[config.mk]
export PLATFORM = sky130hd
export DESIGN_NAME = byte_pattern_search_unit_flat
export DESIGN_NICKNAME = d
export VERILOG_FILES = /design/src/hw/rtl/bps_pkg.sv /design/src/hw/rtl/bps_ifs.sv /design/src/hw/rtl/byte_pattern_search_unit.sv /design/src/flat_wrapper.sv
export SDC_FILE = /design/constraint.sdc
export NUM_CORES = 1
export LEC_CHECK = 0
export BUFFER_PORTS_ARGS = -buffer_cell sky130_fd_sc_hd__buf_2
export CORE_MARGIN = 2
export CORE_UTILIZATION = 50
export DETAILED_ROUTE_END_ITERATION = 12
export PLACE_DENSITY = 0.67
export REMOVE_ABC_BUFFERS = 1
export SLEW_MARGIN = 20
export SYNTH_ARGS = -nofsm -noshare
export SYNTH_HDL_FRONTEND = slang
export SYNTH_SLANG_ARGS = --single-unit
[constraint.sdc]
create_clock -name clk -period 11.1 [get_ports clk]
set_input_delay 0.555 -clock clk [delete_from_list [all_inputs] [get_ports clk]]
set_output_delay 0.555 -clock clk [all_outputs]
set_load 0.01 [all_outputs]
[src/hw/rtl/bps_pkg.sv]
`default_nettype none

package bps_pkg;

	// sizing of the pattern cells and of the position counter
	localparam int PATTERN_MAX = 64;
	localparam int POS_BITS    = 24;

	localparam int LEN_W = $clog2(PATTERN_MAX + 1);
	localparam int IDX_W = (PATTERN_MAX > 1) ? $clog2(PATTERN_MAX) : 1;

	// fixed field widths on the channels
	localparam int BYTE_W    = 8;
	localparam int IN_POS_W  = 24;
	localparam int OUT_POS_W = 24;

	// configuration port
	localparam int PADDR_W = 3;
	localparam int PDATA_W = 32;
	localparam logic REG_MATCH_ONLY = 1'b0;

	// request kinds
	localparam logic REQ_PATTERN = 1'b0;
	localparam logic REQ_TEXT    = 1'b1;

	typedef struct packed {
		logic                req_type;
		logic [BYTE_W-1:0]   data_byte;
		logic                last;
		logic [IN_POS_W-1:0] start_pos;
	} req_t;

	typedef struct packed {
		logic                 found;
		logic [OUT_POS_W-1:0] position;
		logic                 pattern_error;
	} res_t;

endpackage

`default_nettype wire

[src/hw/rtl/bps_ifs.sv]
`default_nettype none

// request channel: pattern and text bytes
interface bps_req_if import bps_pkg::*; ();
	logic valid;
	logic ready;
	req_t payload;

	modport source (output valid, output payload, input ready);
	modport sink (input valid, input payload, output ready);
endinterface

// result channel: at most one report per text
interface bps_res_if import bps_pkg::*; ();
	logic valid;
	logic ready;
	res_t payload;

	modport source (output valid, output payload, input ready);
	modport sink (input valid, input payload, output ready);
endinterface

`default_nettype wire

[src/hw/rtl/byte_pattern_search_unit.sv]
// byte pattern search unit
//
// req channel carries pattern bytes (req_type 0) and text bytes (req_type 1),
// each with a last flag; start_pos is taken from the first byte of a text.
// A pattern byte arriving after a closed pattern begins a new pattern. Each
// text gives at most one transfer on the res channel: the earliest match
// position (saturating), or not found at the last text byte, with
// pattern_error set for an empty or over-long pattern. The user must write
// match_only at APB byte address 0 only while idle; the block does not check.
//
// A byte is taken into the input register at its transfer; the compare
// across all pattern cells runs on that register and loads the result
// register once it is free; res is driven from the result register.
// Throughput: one byte per cycle while res is not stalled, set by the
// single row of compare cells. When res is stalled with a result waiting
// in the output register, the input register holds its byte and req.ready
// drops, whether or not that byte gives a result.
// Reset (arst_n low) closes the pattern, ends any text and empties both
// registers; pattern cells are not cleared and no sweep follows reset.

`default_nettype none

module byte_pattern_search_unit import bps_pkg::*; (
	input  wire logic               clk,
	input  wire logic               arst_n,
	bps_req_if.sink                 req,
	bps_res_if.source               res,
	input  wire logic               psel,
	input  wire logic               penable,
	input  wire logic               pwrite,
	input  wire logic [PADDR_W-1:0] paddr,
	input  wire logic [PDATA_W-1:0] pwdata,
	output logic      [PDATA_W-1:0] prdata,
	output logic                    pready
);

	localparam logic [POS_BITS-1:0] POS_MAX = {POS_BITS{1'b1}};

	// configuration
	logic match_only_q;

	// input stage
	logic valid_s1;
	req_t req_s1;

	// pattern and search state
	logic [BYTE_W-1:0]      store_q [PATTERN_MAX];
	logic [LEN_W-1:0]       len_q;
	logic                   ovf_q;
	logic                   closed_q;
	logic [PATTERN_MAX-1:0] hits_q;
	logic [POS_BITS-1:0]    count_q;
	logic [POS_BITS-1:0]    base_q;
	logic                   text_active_q;
	logic                   rep_q;

	// output register
	logic res_valid_q;
	res_t res_q;

	// stage control
	logic adv;
	logic emit;
	res_t emit_res;

	// text byte evaluation
	logic                   first_txt;
	logic [POS_BITS-1:0]    count_cur;
	logic [POS_BITS-1:0]    base_cur;
	logic                   rep_cur;
	logic [PATTERN_MAX-1:0] hits_cur;
	logic [PATTERN_MAX-1:0] hits_calc;
	logic                   bad;
	logic                   inject;
	logic                   search;
	logic [LEN_W-1:0]       len_m1;
	logic                   matched;
	logic [POS_BITS-1:0]    rel;
	logic [POS_BITS:0]      pos_sum;
	logic [POS_BITS-1:0]    pos;
	logic [POS_BITS-1:0]    count_inc;

	// pattern byte evaluation
	logic [LEN_W-1:0] len_eff;
	logic             room;

	// apb port
	assign pready = 1'b1;
	assign prdata = (paddr[2] == REG_MATCH_ONLY) ? PDATA_W'(match_only_q) : '0;

	always_ff @(posedge clk or negedge arst_n) begin
		if (!arst_n) begin
			match_only_q <= 1'b0;
		end else if (psel && penable && pwrite && pready && paddr[2] == REG_MATCH_ONLY) begin
			match_only_q <= pwdata[0];
		end
	end

	// handshake: the input register moves on when the output register is free
	assign adv       = valid_s1 && (!res_valid_q || res.ready);
	assign req.ready = !valid_s1 || adv;
	assign res.valid = res_valid_q;
	assign res.payload = res_q;

	always_ff @(posedge clk or negedge arst_n) begin
		if (!arst_n) begin
			valid_s1 <= 1'b0;
		end else if (req.valid && req.ready) begin
			valid_s1 <= 1'b1;
		end else if (adv) begin
			valid_s1 <= 1'b0;
		end
	end

	always_ff @(posedge clk) begin
		if (req.valid && req.ready) begin
			req_s1 <= req.payload;
		end
	end

	// text state as seen by this byte (a new text starts from scratch)
	assign first_txt = !text_active_q;
	assign count_cur = first_txt ? '0 : count_q;
	assign base_cur  = first_txt ? POS_BITS'(req_s1.start_pos) : base_q;
	assign rep_cur   = first_txt ? 1'b0 : rep_q;
	assign hits_cur  = first_txt ? '0 : hits_q;

	assign bad    = (len_q == '0) || ovf_q;
	assign inject = !match_only_q || (count_cur == '0);
	assign search = !rep_cur && !bad;

	// one prefix cell per pattern byte
	always_comb begin
		for (int k = 0; k < PATTERN_MAX; k++) begin
			hits_calc[k] = ((k == 0) ? inject : hits_cur[(k == 0) ? 0 : k - 1])
				&& (store_q[k] == req_s1.data_byte)
				&& (LEN_W'(k) < len_q);
		end
	end

	assign len_m1  = len_q - 1'b1;
	assign matched = search && hits_calc[len_m1[IDX_W-1:0]];

	// match start, saturating at the top of the position range
	assign rel     = count_cur - (POS_BITS'(len_q) - 1'b1);
	assign pos_sum = {1'b0, base_cur} + {1'b0, rel};
	assign pos     = pos_sum[POS_BITS] ? POS_MAX : pos_sum[POS_BITS-1:0];

	assign count_inc = (count_cur < POS_MAX) ? count_cur + 1'b1 : count_cur;

	// result of this byte
	always_comb begin
		emit     = 1'b0;
		emit_res = '0;
		if (req_s1.req_type == REQ_TEXT) begin
			if (matched) begin
				emit              = 1'b1;
				emit_res.found    = 1'b1;
				emit_res.position = OUT_POS_W'(pos);
			end else if (req_s1.last && !rep_cur) begin
				emit                   = 1'b1;
				emit_res.pattern_error = bad;
			end
		end
	end

	// pattern fill
	assign len_eff = closed_q ? '0 : len_q;
	assign room    = len_eff < LEN_W'(PATTERN_MAX);

	always_ff @(posedge clk) begin
		if (adv && req_s1.req_type == REQ_PATTERN && room) begin
			store_q[len_eff[IDX_W-1:0]] <= req_s1.data_byte;
		end
	end

	// pattern and text state update
	always_ff @(posedge clk or negedge arst_n) begin
		if (!arst_n) begin
			len_q         <= '0;
			ovf_q         <= 1'b0;
			closed_q      <= 1'b1;
			hits_q        <= '0;
			count_q       <= '0;
			base_q        <= '0;
			text_active_q <= 1'b0;
			rep_q         <= 1'b0;
		end else if (adv) begin
			if (req_s1.req_type == REQ_PATTERN) begin
				text_active_q <= 1'b0;
				if (room) begin
					len_q <= len_eff + 1'b1;
					ovf_q <= closed_q ? 1'b0 : ovf_q;
				end else begin
					len_q <= len_eff;
					ovf_q <= 1'b1;
				end
				closed_q <= req_s1.last;
			end else begin
				base_q        <= base_cur;
				count_q       <= count_inc;
				hits_q        <= search ? hits_calc : hits_cur;
				rep_q         <= rep_cur || matched || req_s1.last;
				text_active_q <= !req_s1.last;
			end
		end
	end

	// output register
	always_ff @(posedge clk or negedge arst_n) begin
		if (!arst_n) begin
			res_valid_q <= 1'b0;
		end else if (adv && emit) begin
			res_valid_q <= 1'b1;
		end else if (res.ready) begin
			res_valid_q <= 1'b0;
		end
	end

	always_ff @(posedge clk) begin
		if (adv && emit) begin
			res_q <= emit_res;
		end
	end

	// checks
	a_found_no_error: assert property (@(posedge clk) disable iff (!arst_n)
		res.valid |-> !(res.payload.found && res.payload.pattern_error))
		else $error("match reported together with a pattern error");

	a_miss_pos_zero: assert property (@(posedge clk) disable iff (!arst_n)
		res.valid && !res.payload.found |-> res.payload.position == '0)
		else $error("not-found result carries a position");

	a_pattern_ends_text: assert property (@(posedge clk) disable iff (!arst_n)
		adv && req_s1.req_type == REQ_PATTERN |=> !text_active_q)
		else $error("text still active after a pattern byte");

	a_report_once: assert property (@(posedge clk) disable iff (!arst_n)
		adv && emit |=> rep_q && res_valid_q)
		else $error("result emitted without marking the text reported");

endmodule

`default_nettype wire
[src/flat_wrapper.sv]
// flat-port wrapper written by rule: the top's interface ports become plain ports
module byte_pattern_search_unit_flat import bps_pkg::*;
  (clk, arst_n, psel, penable, pwrite, paddr, pwdata, prdata, pready, req_valid, req_payload, req_ready, res_valid, res_payload, res_ready);
  bps_req_if req_i ();
  bps_res_if res_i ();
  input  wire logic clk;
  input  wire logic arst_n;
  input  wire logic psel;
  input  wire logic penable;
  input  wire logic pwrite;
  input  wire logic [PADDR_W-1:0] paddr;
  input  wire logic [PDATA_W-1:0] pwdata;
  output logic      [PDATA_W-1:0] prdata;
  output logic pready;
  input wire logic [$bits(req_i.valid)-1:0] req_valid;
  input wire logic [$bits(req_i.payload)-1:0] req_payload;
  output wire logic [$bits(req_i.ready)-1:0] req_ready;
  output wire logic [$bits(res_i.valid)-1:0] res_valid;
  output wire logic [$bits(res_i.payload)-1:0] res_payload;
  input wire logic [$bits(res_i.ready)-1:0] res_ready;
  assign req_i.valid = req_valid;
  assign req_i.payload = req_payload;
  assign req_ready = req_i.ready;
  assign res_valid = res_i.valid;
  assign res_payload = res_i.payload;
  assign res_i.ready = res_ready;
  byte_pattern_search_unit u_core (.clk(clk), .arst_n(arst_n), .req(req_i), .res(res_i), .psel(psel), .penable(penable), .pwrite(pwrite), .paddr(paddr), .pwdata(pwdata), .prdata(prdata), .pready(pready));
endmodule
==> metrics.csv <==
stage,metric,value,unit
placed_design,port buffer count,71,
synthesis,"Seq/Total Area, Yosys",0.605,
critical_path,reg2reg path depth,20,
synthesis,synth warn,0,
floorplan,FP Rows,94,
layout,fin util,0.559,
layout,Final nets,2711,
routing,via count,20700,
sta,Final Hold Viols,9,
critical_path,"Req. time, crit path",11.57,ns
synthesis,Mapped Area,33600,um^2
critical_path,"CP delay by family, top",compound AO/OA/AOI/OAI gates,
job,max_cap viols,0,
status,violated checks,negative hold slack,
synthesis,Async SR Flop Fraction,0.179,
layout,Ant. Diodes,0,
sta,Final Skew,0.0328,ns
layout,"Cell Count, Final, Fillers Out",3514,
floorplan,initial core utilization,0.508,
critical_path,reg-to-reg endpoint,u_core.res.payload[12],
placed_design,placed cells,3377,
sta,fin crit period,7.65,ns
layout,share of cells above drive strength 1,0.116,
global_routing,gr ovfl total,0,
synthesis,Synth Area in Compound Gates,0.0745,
clocking,TritonCTS Buffers,75,
placed_design,pre-CTS setup slack,3.61,ns
sta,Hold Worst Slack,-0.0710,ns
critical_path,crit-path max cell delay,0.70,ns
floorplan,Die Y,263,um
clocking,CTS Sinks,697,
routing,vias per cell,5.90,
clocking,H-Tree Depth,3,
sta,Final Slew Violations,0,
floorplan,Die Area,69200,um^2
critical_path,CP Capture Type,flop,
global_routing,total track usage,0.233,
power,post-route total power,8.13,mW
clocking,Worst-Skew Late Latency,0.63,ns
synthesis,Post-synth EDFFs,572,
sta,Finish-stage setup viols,0,
routing,initial drt markers,1951,
floorplan,CORE AREA,66100,um^2
sta,final worst setup slack,3.45,ns
critical_path,"Max FO, Critical Path",24,
synthesis,Synth Instances,2546,
critical_path,Crit-path slowest cell,o41ai_1,
layout,Area Overhead vs Synth,10.1,%
clocking,"CTS clk-pin slew, worst paths",0.06,ns
synthesis,ys flop type,edfxtp_1,
placed_design,DPL Wire Length,47500,um
global_routing,vias in the first global route,21000,
synthesis,post-synthesis adder-cell area fraction,0.0175,
floorplan,IO Pins,137,
critical_path,crit-path most repeated cell,ha_1,
floorplan,die width,263,um
routing,drt total wl,80300,um
clocking,"Hold-fix buffers, CTS",0,
synthesis,post-synthesis simple-gate area fraction,0.0945,
clocking,TritonCTS clock tree,done,
critical_path,CP Data Arrival Time,8.13,ns
sta,unrepaired setup endpoints after global routing,false,
synthesis,multiplexer share of the synthesized area,0.0279,
sta,Slew Limit Headroom,0.211,
critical_path,CP Class,flop to flop,
synthesis,xor/xnor share of the synthesized area,0.149,
clocking,PostCTS Resize Cnt,0,
sta,Final period util,0.689,
routing,"antenna viol nets, final",0,
global_routing,initial antenna violation count,1,
power,pwr dens,220,nW/um^2
sta,worst slew pin tran,1.18,ns
routing,Avg WL per Cell,22.9,um
global_routing,pin count of the biggest net entering global routing,105,
routing,drt pass-1 iters,6,
critical_path,reg2reg start,u_core.len_q[2],
critical_path,crit-path cells,or3_1 -> xnor2_4 -> inv_2 -> ha_1 -> o21a_1 -> o31a_1 -> o31ai_1 -> maj3_1 -> o21ai_0 -> a31oi_1 -> nor3_1 -> o21bai_1 -> o311ai_0 -> ha_1 -> nand4_1 -> o211a_1 -> o41ai_1 -> a221o_1 -> a21o_1 -> o41a_1,
clocking,setup bufs post-CTS,0,
global_routing,first-pass GRT wire length,125000,um
power,Max VDD drop,0.000144,V
synthesis,Synth Register Bits,697,
clocking,Longest Clk Path Bufs,3,
hold_path,Hold Crit Class,input pin to asynchronous set/reset pin,
critical_path,CP Launch Type,flop,
sta,f_max,131,MHz
critical_path,Worst Path Buf+Inv,1,
synthesis,Syn Area/Cell,13.2,um^2
routing,Residual DRC,0,
status,outcome,finished with violations,
power,Pleak,12.0,nW
synthesis,largest family of logic cells by synthesized area,XOR/XNOR gates,
sta,setup TNS,0,ns
critical_path,flop2flop setup slack,3.45,ns
placed_design,Final GP Congestion,0.923,
synthesis,synth unique cells,84,
clocking,root buffer cell,clkbuf_16,
layout make-up:
cell class | instances | area [um^2]
clock buffers | 104 | 2090
repair buffers | 104 | 684
fillers | 5310 | 29100
well taps | 864 | 1080
inverters | 26 | 97.6
flip-flops and latches | 697 | 20300
multi-input cells | 1686 | 12300
clock inverters | 33 | 383
cell families (layout without fill, tap and decap cells):
family / Yosys count / after routing
AOI/OAI and AO/OA: 345 / 345
xor gates and xnor gates: 566 / 566
adders and majority gates: 46 / 46
buffers and inverters: 193 / 267
DFF: 697 / 697
muxes: 82 / 82
other: 2 / 32
and+or+nand+nor: 615 / 615
power by group:
group          total, mW  switching [mW]  internal [mW]
Combinational       2.55            1.60          0.949
Clock               2.50            1.02           1.48
Sequential          3.09          0.0887           3.00
Total               8.13            2.70           5.43
metrics by stage:
stage | hold WS (ns) | area, um^2
3_5_place_dp | 0.463 | 34500
3_3_place_gp | 0.458 | 34500
6_report | -0.0710 | 37000
2_1_floorplan | 0.259 | 32700
5_1_grt | 0.0355 | 37000
4_1_cts | 0.0190 | 37000
worst max-delay path by stage:
stage / start / endpoint / slack (ns) / depth (start not counted)
2_1_floorplan: u_core.text_active_q / u_core.res.payload[12] / 4.67 / 18
3_3_place_gp: u_core.len_q[2] / u_core.res.payload[22] / 3.75 / 20
3_5_place_dp: u_core.len_q[2] / u_core.res.payload[12] / 3.61 / 20
4_1_cts: u_core.len_q[2] / u_core.res.payload[12] / 3.56 / 20
5_1_grt: u_core.len_q[2] / u_core.res.payload[12] / 2.83 / 19
6_report: u_core.len_q[2] / u_core.res.payload[12] / 3.45 / 20
routing by layer:
| layer | global-route usage | wire length, um | vias up |
|---|---|---|---|
| li1 | - | - | 9402 |
| met3 | 0.0409 | 5230 | 155 |
| met4 | 0.0714 | 2370 | 2 |
| met1 | 0.307 | 33600 | 10400 |
| met5 | 0 | 12 | - |
| met2 | 0.394 | 39100 | 742 |
registers in the layout, indices dropped and copies added (netlist names):
| signal | cells |
|---|---|
| u_core.len_q | 7 |
| u_core.base_q | 24 |
| u_core.res.valid | 1 |
| u_core.match_only_q | 1 |
| u_core.req_s1 | 34 |
| u_core.hits_q | 63 |
| u_core.store_q | 512 |
| u_core.count_q | 24 |
| u_core.res.payload | 26 |
| u_core.closed_q | 1 |
| u_core.ovf_q | 1 |
| u_core.valid_s1 | 1 |
| u_core.text_active_q | 1 |
| u_core.rep_q | 1 |
cell usage in the layout, fill, tap and decap left out, types with 24 or more instances in the layout:
master,n
dfrtp_1,123
nor3_1,53
o211ai_1,39
ha_1,43
xnor2_1,548
clkbuf_16,76
o21ai_0,62
nor4_1,35
edfxtp_1,572
o21a_1,36
buf_4,27
mux2_2,61
a21oi_1,40
conb_1,32
nor2_1,128
nand3_1,89
inv_1,24
nand4_1,81
a22o_1,49
nand2_1,108
buf_2,70
Yosys cell counts (5+ instances only):
cell	n	share of area
a211oi_1	6	0.0013
a21o_1	10	0.0022
a21oi_1	40	0.0060
a22o_1	49	0.013
a31oi_1	9	0.0017
a32o_1	5	0.0015
and2_1	17	0.0032
and3_1	12	0.0022
and4_1	5	0.0013
buf_1	6	0.00067
buf_2	36	0.0054
buf_4	65	0.015
buf_6	7	0.0023
clkbuf_1	53	0.0059
dfrtp_1	124	0.092
edfxtp_1	572	0.51
ha_1	43	0.016
inv_1	24	0.0027
mux2_2	61	0.020
mux2i_1	18	0.0054
nand2_1	109	0.012
nand2b_1	10	0.0019
nand3_1	89	0.013
nand3b_1	5	0.0011
nand4_1	81	0.015
nor2_1	130	0.015
nor2b_1	11	0.0021
nor3_1	53	0.0079
nor3b_1	6	0.0013
nor4_1	35	0.0065
o2111ai_1	20	0.0052
o211ai_1	39	0.0087
o21a_1	36	0.0081
o21ai_0	63	0.0094
o21bai_1	7	0.0016
o311ai_0	6	0.0016
o31ai_1	11	0.0025
or2_2	9	0.0017
or3_1	13	0.0024
or4_1	14	0.0031
xnor2_1	548	0.14
xor2_1	16	0.0042
Note: power is estimated with default switching activity, not from simulation.
